==> src/rtl/base64_stream_encoder_assert.svh <==
// assertion macros for the base64 stream encoder
// expects clk and rst_n in the scope of each use
`ifndef BASE64_STREAM_ENCODER_ASSERT_SVH
`define BASE64_STREAM_ENCODER_ASSERT_SVH
`ifndef SYNTHESIS
`define B64_ASSERT_SAME(label, ante, cons) \
  label: assert property (@(posedge clk) disable iff (!rst_n) (ante) |-> (cons)) \
    else $error("assertion failed");
`define B64_ASSERT_NEXT(label, ante, cons) \
  label: assert property (@(posedge clk) disable iff (!rst_n) (ante) |=> (cons)) \
    else $error("assertion failed");
`else
`define B64_ASSERT_SAME(label, ante, cons)
`define B64_ASSERT_NEXT(label, ante, cons)
`endif
`endif

==> src/rtl/b64enc_pkg.sv <==
// shared types, constants and the sextet-to-character lookup
// used by every module of the base64 stream encoder
package b64enc_pkg;

  localparam logic [7:0] PAD_CHAR = 8'h3D;
  localparam int unsigned QUEUE_DEPTH = 2;

  typedef struct packed {
    logic [3:0][7:0] chars;
    logic [1:0]      last_idx;
    logic            fin;
  } b64enc_cmd_t;

  typedef struct packed {
    logic full;
    logic empty;
  } b64enc_qstat_t;

  function automatic logic [7:0] b64_char(input logic [5:0] v);
    logic [7:0] c;
    if (v < 6'd26) begin
      c = 8'd65 + {2'b00, v};
    end else if (v < 6'd52) begin
      c = 8'd71 + {2'b00, v};
    end else if (v < 6'd62) begin
      c = {2'b00, v} - 8'd4;
    end else if (v == 6'd62) begin
      c = 8'h2B;
    end else begin
      c = 8'h2F;
    end
    return c;
  endfunction

endpackage

==> src/rtl/b64enc_in_if.sv <==
// input channel: one raw byte per transfer with a final flag
// depends on nothing
interface b64enc_in_if;
  logic       valid;
  logic       ready;
  logic [7:0] data_byte;
  logic       is_final;

  modport source (output valid, data_byte, is_final, input ready);
  modport sink (input valid, data_byte, is_final, output ready);
endinterface

==> src/rtl/b64enc_out_if.sv <==
// result channel: one base64 character per transfer with run and message marks
// depends on nothing
interface b64enc_out_if;
  logic       valid;
  logic       ready;
  logic [7:0] out_char;
  logic       end_of_run;
  logic       end_of_message;

  modport source (output valid, out_char, end_of_run, end_of_message, input ready);
  modport sink (input valid, out_char, end_of_run, end_of_message, output ready);
endinterface

==> src/rtl/base64_stream_encoder.sv <==
// top level of the base64 stream encoder: front end, command queue, back end
// depends on b64enc_pkg, b64enc_in_if, b64enc_out_if and the assertion macros
//
// Encodes a byte stream into standard-alphabet base64 with '=' padding. Each
// input byte yields one to four characters, one per cycle on the result
// channel while the receiver is ready, so three bytes yield four characters;
// a final byte that flushes padding yields up to four. The output register
// holds a single character at a time. A two-entry command queue lets the
// input side keep taking bytes while the result side stalls; when the queue
// and output register are idle, the first character of a byte passes through
// a queue entry and then the output register before it is offered.
`include "base64_stream_encoder_assert.svh"
module base64_stream_encoder import b64enc_pkg::*; (
  input  logic clk,
  input  logic rst_n,
  b64enc_in_if.sink    in_ch,
  b64enc_out_if.source out_ch
);

  b64enc_cmd_t   wr_cmd;
  b64enc_cmd_t   rd_cmd;
  b64enc_qstat_t qstat;
  logic          push;
  logic          pop;

  b64enc_front u_front (
    .clk      (clk),
    .rst_n    (rst_n),
    .in_valid (in_ch.valid),
    .in_ready (in_ch.ready),
    .in_byte  (in_ch.data_byte),
    .in_final (in_ch.is_final),
    .qstat    (qstat),
    .push     (push),
    .cmd      (wr_cmd)
  );

  b64enc_queue u_queue (
    .clk    (clk),
    .rst_n  (rst_n),
    .push   (push),
    .wr_cmd (wr_cmd),
    .pop    (pop),
    .rd_cmd (rd_cmd),
    .qstat  (qstat)
  );

  b64enc_back u_back (
    .clk       (clk),
    .rst_n     (rst_n),
    .cmd       (rd_cmd),
    .qstat     (qstat),
    .pop       (pop),
    .out_valid (out_ch.valid),
    .out_ready (out_ch.ready),
    .out_char  (out_ch.out_char),
    .out_eor   (out_ch.end_of_run),
    .out_eom   (out_ch.end_of_message)
  );

  `B64_ASSERT_SAME(a_eom_ends_run, out_ch.valid && out_ch.end_of_message, out_ch.end_of_run)
  `B64_ASSERT_NEXT(a_no_char_from_nothing, qstat.empty && !out_ch.valid, !out_ch.valid)
  `B64_ASSERT_NEXT(a_transfer_queued, in_ch.valid && in_ch.ready, !qstat.empty)

endmodule

==> src/rtl/b64enc_front.sv <==
// front end: accepts bytes, tracks group phase and leftover bits,
// builds a character command for the queue; depends on b64enc_pkg
module b64enc_front import b64enc_pkg::*; (
  input  logic          clk,
  input  logic          rst_n,
  input  logic          in_valid,
  output logic          in_ready,
  input  logic [7:0]    in_byte,
  input  logic          in_final,
  input  b64enc_qstat_t qstat,
  output logic          push,
  output b64enc_cmd_t   cmd
);

  typedef enum logic [1:0] {
    PH_START,
    PH_SECOND,
    PH_THIRD
  } phase_t;

  phase_t     phase_r, phase_nxt;
  logic [3:0] left_r, left_nxt;

  assign in_ready = !qstat.full;
  assign push     = in_valid && in_ready;

  always_comb begin
    cmd.chars = {PAD_CHAR, PAD_CHAR, PAD_CHAR, PAD_CHAR};
    cmd.fin   = in_final;
    case (phase_r)
      PH_SECOND: begin
        cmd.chars[0] = b64_char({left_r[1:0], in_byte[7:4]});
        cmd.chars[1] = b64_char({in_byte[3:0], 2'b00});
        cmd.last_idx = in_final ? 2'd2 : 2'd0;
        phase_nxt    = PH_THIRD;
        left_nxt     = in_byte[3:0];
      end
      PH_THIRD: begin
        cmd.chars[0] = b64_char({left_r, in_byte[7:6]});
        cmd.chars[1] = b64_char(in_byte[5:0]);
        cmd.last_idx = 2'd1;
        phase_nxt    = PH_START;
        left_nxt     = 4'd0;
      end
      default: begin
        cmd.chars[0] = b64_char(in_byte[7:2]);
        cmd.chars[1] = b64_char({in_byte[1:0], 4'b0000});
        cmd.last_idx = in_final ? 2'd3 : 2'd0;
        phase_nxt    = PH_SECOND;
        left_nxt     = {2'b00, in_byte[1:0]};
      end
    endcase
    if (in_final) begin
      phase_nxt = PH_START;
      left_nxt  = 4'd0;
    end
  end

  always_ff @(posedge clk) begin
    if (!rst_n) begin
      phase_r <= PH_START;
      left_r  <= 4'd0;
    end else if (push) begin
      phase_r <= phase_nxt;
      left_r  <= left_nxt;
    end
  end

endmodule

==> src/rtl/b64enc_queue.sv <==
// two-entry command queue between front and back end
// depends on b64enc_pkg
module b64enc_queue import b64enc_pkg::*; (
  input  logic          clk,
  input  logic          rst_n,
  input  logic          push,
  input  b64enc_cmd_t   wr_cmd,
  input  logic          pop,
  output b64enc_cmd_t   rd_cmd,
  output b64enc_qstat_t qstat
);

  localparam int unsigned PTR_W = $clog2(QUEUE_DEPTH);
  localparam int unsigned CNT_W = $clog2(QUEUE_DEPTH + 1);

  b64enc_cmd_t      entry_r [QUEUE_DEPTH];
  logic [PTR_W-1:0] wr_ptr_r;
  logic [PTR_W-1:0] rd_ptr_r;
  logic [CNT_W-1:0] count_r;

  assign qstat.full  = (count_r == CNT_W'(QUEUE_DEPTH));
  assign qstat.empty = (count_r == '0);
  assign rd_cmd      = entry_r[rd_ptr_r];

  always_ff @(posedge clk) begin
    if (push) begin
      entry_r[wr_ptr_r] <= wr_cmd;
    end
  end

  always_ff @(posedge clk) begin
    if (!rst_n) begin
      wr_ptr_r <= '0;
      rd_ptr_r <= '0;
      count_r  <= '0;
    end else begin
      if (push) begin
        wr_ptr_r <= (wr_ptr_r == PTR_W'(QUEUE_DEPTH - 1)) ? '0 : wr_ptr_r + 1'b1;
      end
      if (pop) begin
        rd_ptr_r <= (rd_ptr_r == PTR_W'(QUEUE_DEPTH - 1)) ? '0 : rd_ptr_r + 1'b1;
      end
      if (push && !pop) begin
        count_r <= count_r + 1'b1;
      end else if (pop && !push) begin
        count_r <= count_r - 1'b1;
      end
    end
  end

endmodule

==> src/rtl/b64enc_back.sv <==
// back end: walks the head command one character per cycle, while the
// output is not stalled, into the output register; depends on b64enc_pkg
module b64enc_back import b64enc_pkg::*; (
  input  logic          clk,
  input  logic          rst_n,
  input  b64enc_cmd_t   cmd,
  input  b64enc_qstat_t qstat,
  output logic          pop,
  output logic          out_valid,
  input  logic          out_ready,
  output logic [7:0]    out_char,
  output logic          out_eor,
  output logic          out_eom
);

  logic [1:0] idx_r;
  logic       valid_r;
  logic [7:0] char_r;
  logic       eor_r;
  logic       eom_r;
  logic       load;
  logic       last;

  assign load = !qstat.empty && (!valid_r || out_ready);
  assign last = (idx_r == cmd.last_idx);
  assign pop  = load && last;

  assign out_valid = valid_r;
  assign out_char  = char_r;
  assign out_eor   = eor_r;
  assign out_eom   = eom_r;

  always_ff @(posedge clk) begin
    if (!rst_n) begin
      valid_r <= 1'b0;
      idx_r   <= 2'd0;
    end else begin
      if (load) begin
        valid_r <= 1'b1;
        idx_r   <= last ? 2'd0 : idx_r + 2'd1;
      end else if (out_ready) begin
        valid_r <= 1'b0;
      end
    end
  end

  always_ff @(posedge clk) begin
    if (load) begin
      char_r <= cmd.chars[idx_r];
      eor_r  <= last;
      eom_r  <= last && cmd.fin;
    end
  end

endmodule
==> src/flat_wrapper.sv <==
// flat-port wrapper written by rule: the top's interface ports become plain ports
module base64_stream_encoder_flat import b64enc_pkg::*;
  (clk, rst_n, in_ch_valid, in_ch_data_byte, in_ch_is_final, in_ch_ready, out_ch_valid, out_ch_out_char, out_ch_end_of_run, out_ch_end_of_message, out_ch_ready);
  b64enc_in_if in_ch_i ();
  b64enc_out_if out_ch_i ();
  input  logic clk;
  input  logic rst_n;
  input wire logic [$bits(in_ch_i.valid)-1:0] in_ch_valid;
  input wire logic [$bits(in_ch_i.data_byte)-1:0] in_ch_data_byte;
  input wire logic [$bits(in_ch_i.is_final)-1:0] in_ch_is_final;
  output wire logic [$bits(in_ch_i.ready)-1:0] in_ch_ready;
  output wire logic [$bits(out_ch_i.valid)-1:0] out_ch_valid;
  output wire logic [$bits(out_ch_i.out_char)-1:0] out_ch_out_char;
  output wire logic [$bits(out_ch_i.end_of_run)-1:0] out_ch_end_of_run;
  output wire logic [$bits(out_ch_i.end_of_message)-1:0] out_ch_end_of_message;
  input wire logic [$bits(out_ch_i.ready)-1:0] out_ch_ready;
  assign in_ch_i.valid = in_ch_valid;
  assign in_ch_i.data_byte = in_ch_data_byte;
  assign in_ch_i.is_final = in_ch_is_final;
  assign in_ch_ready = in_ch_i.ready;
  assign out_ch_valid = out_ch_i.valid;
  assign out_ch_out_char = out_ch_i.out_char;
  assign out_ch_end_of_run = out_ch_i.end_of_run;
  assign out_ch_end_of_message = out_ch_i.end_of_message;
  assign out_ch_i.ready = out_ch_ready;
  base64_stream_encoder u_core (.clk(clk), .rst_n(rst_n), .in_ch(in_ch_i), .out_ch(out_ch_i));
endmodule
==> config.mk <==
export PLATFORM = sky130hd
export DESIGN_NAME = base64_stream_encoder_flat
export DESIGN_NICKNAME = d
export VERILOG_FILES = /design/src/rtl/b64enc_pkg.sv /design/src/rtl/b64enc_in_if.sv /design/src/rtl/b64enc_out_if.sv /design/src/rtl/base64_stream_encoder.sv /design/src/rtl/b64enc_front.sv /design/src/rtl/b64enc_queue.sv /design/src/rtl/b64enc_back.sv /design/src/flat_wrapper.sv
export VERILOG_INCLUDE_DIRS = /design/src /design/src/rtl
export SDC_FILE = /design/constraint.sdc
export NUM_CORES = 1
export LEC_CHECK = 0
export BUFFER_PORTS_ARGS = -buffer_cell sky130_fd_sc_hd__clkbuf_2
export CORE_MARGIN = 1.5
export CORE_UTILIZATION = 35
export CTS_CLUSTER_SIZE = 10
export DETAILED_ROUTE_END_ITERATION = 7
export MAX_ROUTING_LAYER = met4
export RECOVER_POWER = 100
export SLEW_MARGIN = 20
export SYNTH_ARGS = -nofsm -noshare
export SYNTH_HDL_FRONTEND = slang
export SYNTH_SLANG_ARGS = --single-unit
==> constraint.sdc <==
create_clock -name clk -period 2.7 [get_ports clk]
set_clock_uncertainty 0.15 [all_clocks]
set_input_delay 0.54 -clock clk [delete_from_list [all_inputs] [get_ports clk]]
set_output_delay 0.54 -clock clk [all_outputs]
set_load 0.02 [all_outputs]
==> run metrics <==
Num CTS Buffers 9; Clk Latency, worst-skew pair 0.32 ns; Synth warnings 0; Final Max Slew Viols 0; fillers 1,186; min cycle time layout 2.59 ns; fmax 386 MHz; RSZ-0062 raised after global routing no; Slew headroom 50.5%; Hold Path Class register to register; Worst Setup End Kind register; ratio of cells with drive above 1 in the final layout 16.6%; flops & latches, synth 62; clk root buf clkbuf_16; Final Hold Vio Count 0; Synth Area per Inst 9.83 sq um; outcome complete, no violations; Die Footprint 0.0129 sq mm; die height 114 um; Bufs on Longest Clock Path 2; Clock Sinks 62; Main synth FF type edfxtp_1; Crit path max-delay family compound AO/OA/AOI/OAI gates; sum of negative setup slack 0 ns; register area share after synthesis 40.2%; antenna cell count 0; Hold Buf Count CTS 0; Die Width 114 um; GR peak layer met2; met2 GRT Util 29.0%; pin count of the biggest net entering global routing 21; placed instance count 620; Detailed Route Iter0 Violations 224; drc violations 0; CP required 2.72 ns; Worst-Margin Slew 0.743 ns; CTS tree built; hpwl dp 8.15 mm; routed vias 3,540; met3 GRT Util 2.13%; Power Density 745 mW/mm^2; final setup fails 0; synth unique cells 68; crit path kind register to register; post-route ant nets 0; Leak Pwr 1.90 nW; 1st-pass router iterations 5; Cells after Synth 436; Non-Filler Instances 635; GRT Util Overall 17.9%; Buf/Inv on CP 1; Syn Nets 471; wire length per cell 16.9 um; setup slack, reg-to-reg 0.11 ns; commonest non-fill, non-tap cell in the layout edfxtp_1; Starting Density 35.8%; Worst Path Max Fanout 8; post-route cell area 0.00499 sq mm; Worst path max stage delay 0.48 ns; most frequent cells in the layout 48 x edfxtp_1, 36 x nand2_1, 33 x buf_4; Post-layout nets 519; Via density 5.57; Power, Total 0.00372 W; first-pass GRT wire length 17.7 mm; VDD IR max 0.342 mV; Syn-to-layout area delta 16.4%; EDFF count, synth 48; Startpoint Class register; Yosys top cell area share 33.6%; vias in the first global route 3,324; ys async rst share 0%; synth top area cells edfxtp_1 34%, dfxtp_1 6.5%, ha_1 6.4%, mux4_2 4.2%, nand2_1 3.2%; DRT Wirelength 10.7 mm; Congestion Overflow GR 0; IO Port Bufs 24; post_cts resized 0; CP arrival 2.61 ns; H-Tree Depth 3; initial antenna violation count 0; Area after DPL 0.00475 sq mm; Setup Buffers After CTS 0; synthesized area 0.00429 sq mm; RePlAce Congestion 0.920; area leader, netlist edfxtp_1; M1 GR Usage 23.7%; period utilization 96.0%; CP cell instances inv_1 > ha_1 > a21oi_1 > nand2_1 > mux2i_1 > a221oi_1 > a211o_1; highest-delay cell along the critical path dfxtp_1; num rows 40; max cap viols 0; Clock transition at path regs 0.05 ns; Core Area 0.0120 sq mm; Top Ports 25
==> tightest hold or removal path: stages (launching register included) <==
cell and delay [ns]:
dfxtp_1 0.34, o21ai_0 0.08, a21boi_0 0.08
==> through the flow <==
stage               util, %  worst slack [ns]  hold slack, ns
CTS                    42.2             0.185           0.372
floorplan                 -             0.224           0.341
detailed placement     39.7            0.0191           0.403
finish                 41.7             0.108           0.402
global placement       39.7            0.0290           0.354
global route           41.7           0.00610           0.437
==> final cells by class <==
| class | instances | area [sq um] | area share (%) |
|---|---|---|---|
| multi-input cells | 322 | 2310 | 46.3 |
| repair buffers | 67 | 389 | 7.80 |
| clock inverters | 6 | 77.6 | 1.55 |
| flip-flops and latches | 62 | 1720 | 34.5 |
| well taps | 147 | 184 | 3.69 |
| clock buffers | 9 | 225 | 4.51 |
| inverters | 22 | 82.6 | 1.65 |
==> where the power goes <==
group          internal, W  switching, W
registers          0.00133     0.0000877
logic             0.000467      0.000680
clock network     0.000790      0.000365
total              0.00258       0.00113
==> flip-flops by register name, indices dropped and copies added, names as in the netlist, named ones only <==
name	cells
u_core.u_back.idx_r	2
u_core.u_back.out_char	8
u_core.u_back.out_eom	1
u_core.u_back.out_eor	1
u_core.u_back.out_valid	1
u_core.u_front.left_r	4
u_core.u_front.phase_r	2
u_core.u_queue.count_r	2
u_core.u_queue.entry_r	38
u_core.u_queue.rd_ptr_r	1
u_core.u_queue.wr_ptr_r	1
==> cell usage after synthesis (10+ instances only) <==
library cell / instances
o211ai_1: 11
nor2b_1: 16
a21oi_1: 23
nor2_1: 24
o21ai_0: 20
ha_1: 22
nor3_1: 12
inv_1: 21
edfxtp_1: 48
nand3_1: 14
clkbuf_1: 11
buf_2: 11
xnor2_1: 10
dfxtp_1: 14
nand2_1: 36
==> kinds of logic (layout without fill, tap and decap cells) <==
family                     Yosys count  count (layout)  synth area share, %
and+or+nand+nor                    142             142                 17.1
xor gates and xnor gates            14              14                 2.86
buffers and inverters               52             104                 5.78
AOI/OAI and AO/OA                  123             123                 20.2
adders and majority gates           22              22                 6.42
DFF                                 62              62                 40.2
muxes                               21              21                 7.47
==> worst paths after layout <==
kind,start,end,cells past startpoint
setup / recovery,u_core.u_front.left_r[1]$_SDFFE_PN0P_,u_core.u_queue.entry_r[0][6]$_DFFE_PP_,7
hold / removal,u_core.u_queue.count_r[1]$_SDFFE_PN0P_,u_core.u_queue.count_r[1]$_SDFFE_PN0P_,2
setup reg to reg,u_core.u_front.left_r[1]$_SDFFE_PN0P_,u_core.u_queue.entry_r[0][6]$_DFFE_PP_,7
hold reg to reg,u_core.u_queue.count_r[1]$_SDFFE_PN0P_,u_core.u_queue.count_r[1]$_SDFFE_PN0P_,2
==> layer usage <==
layer / part of all wire, % / wire, um
met1: 46 / 4920
met2: 49 / 5220
met3: 4.3 / 457
met4: 1.0 / 110
met5: 0 / 0
Power figures use the tool's default switching activity.
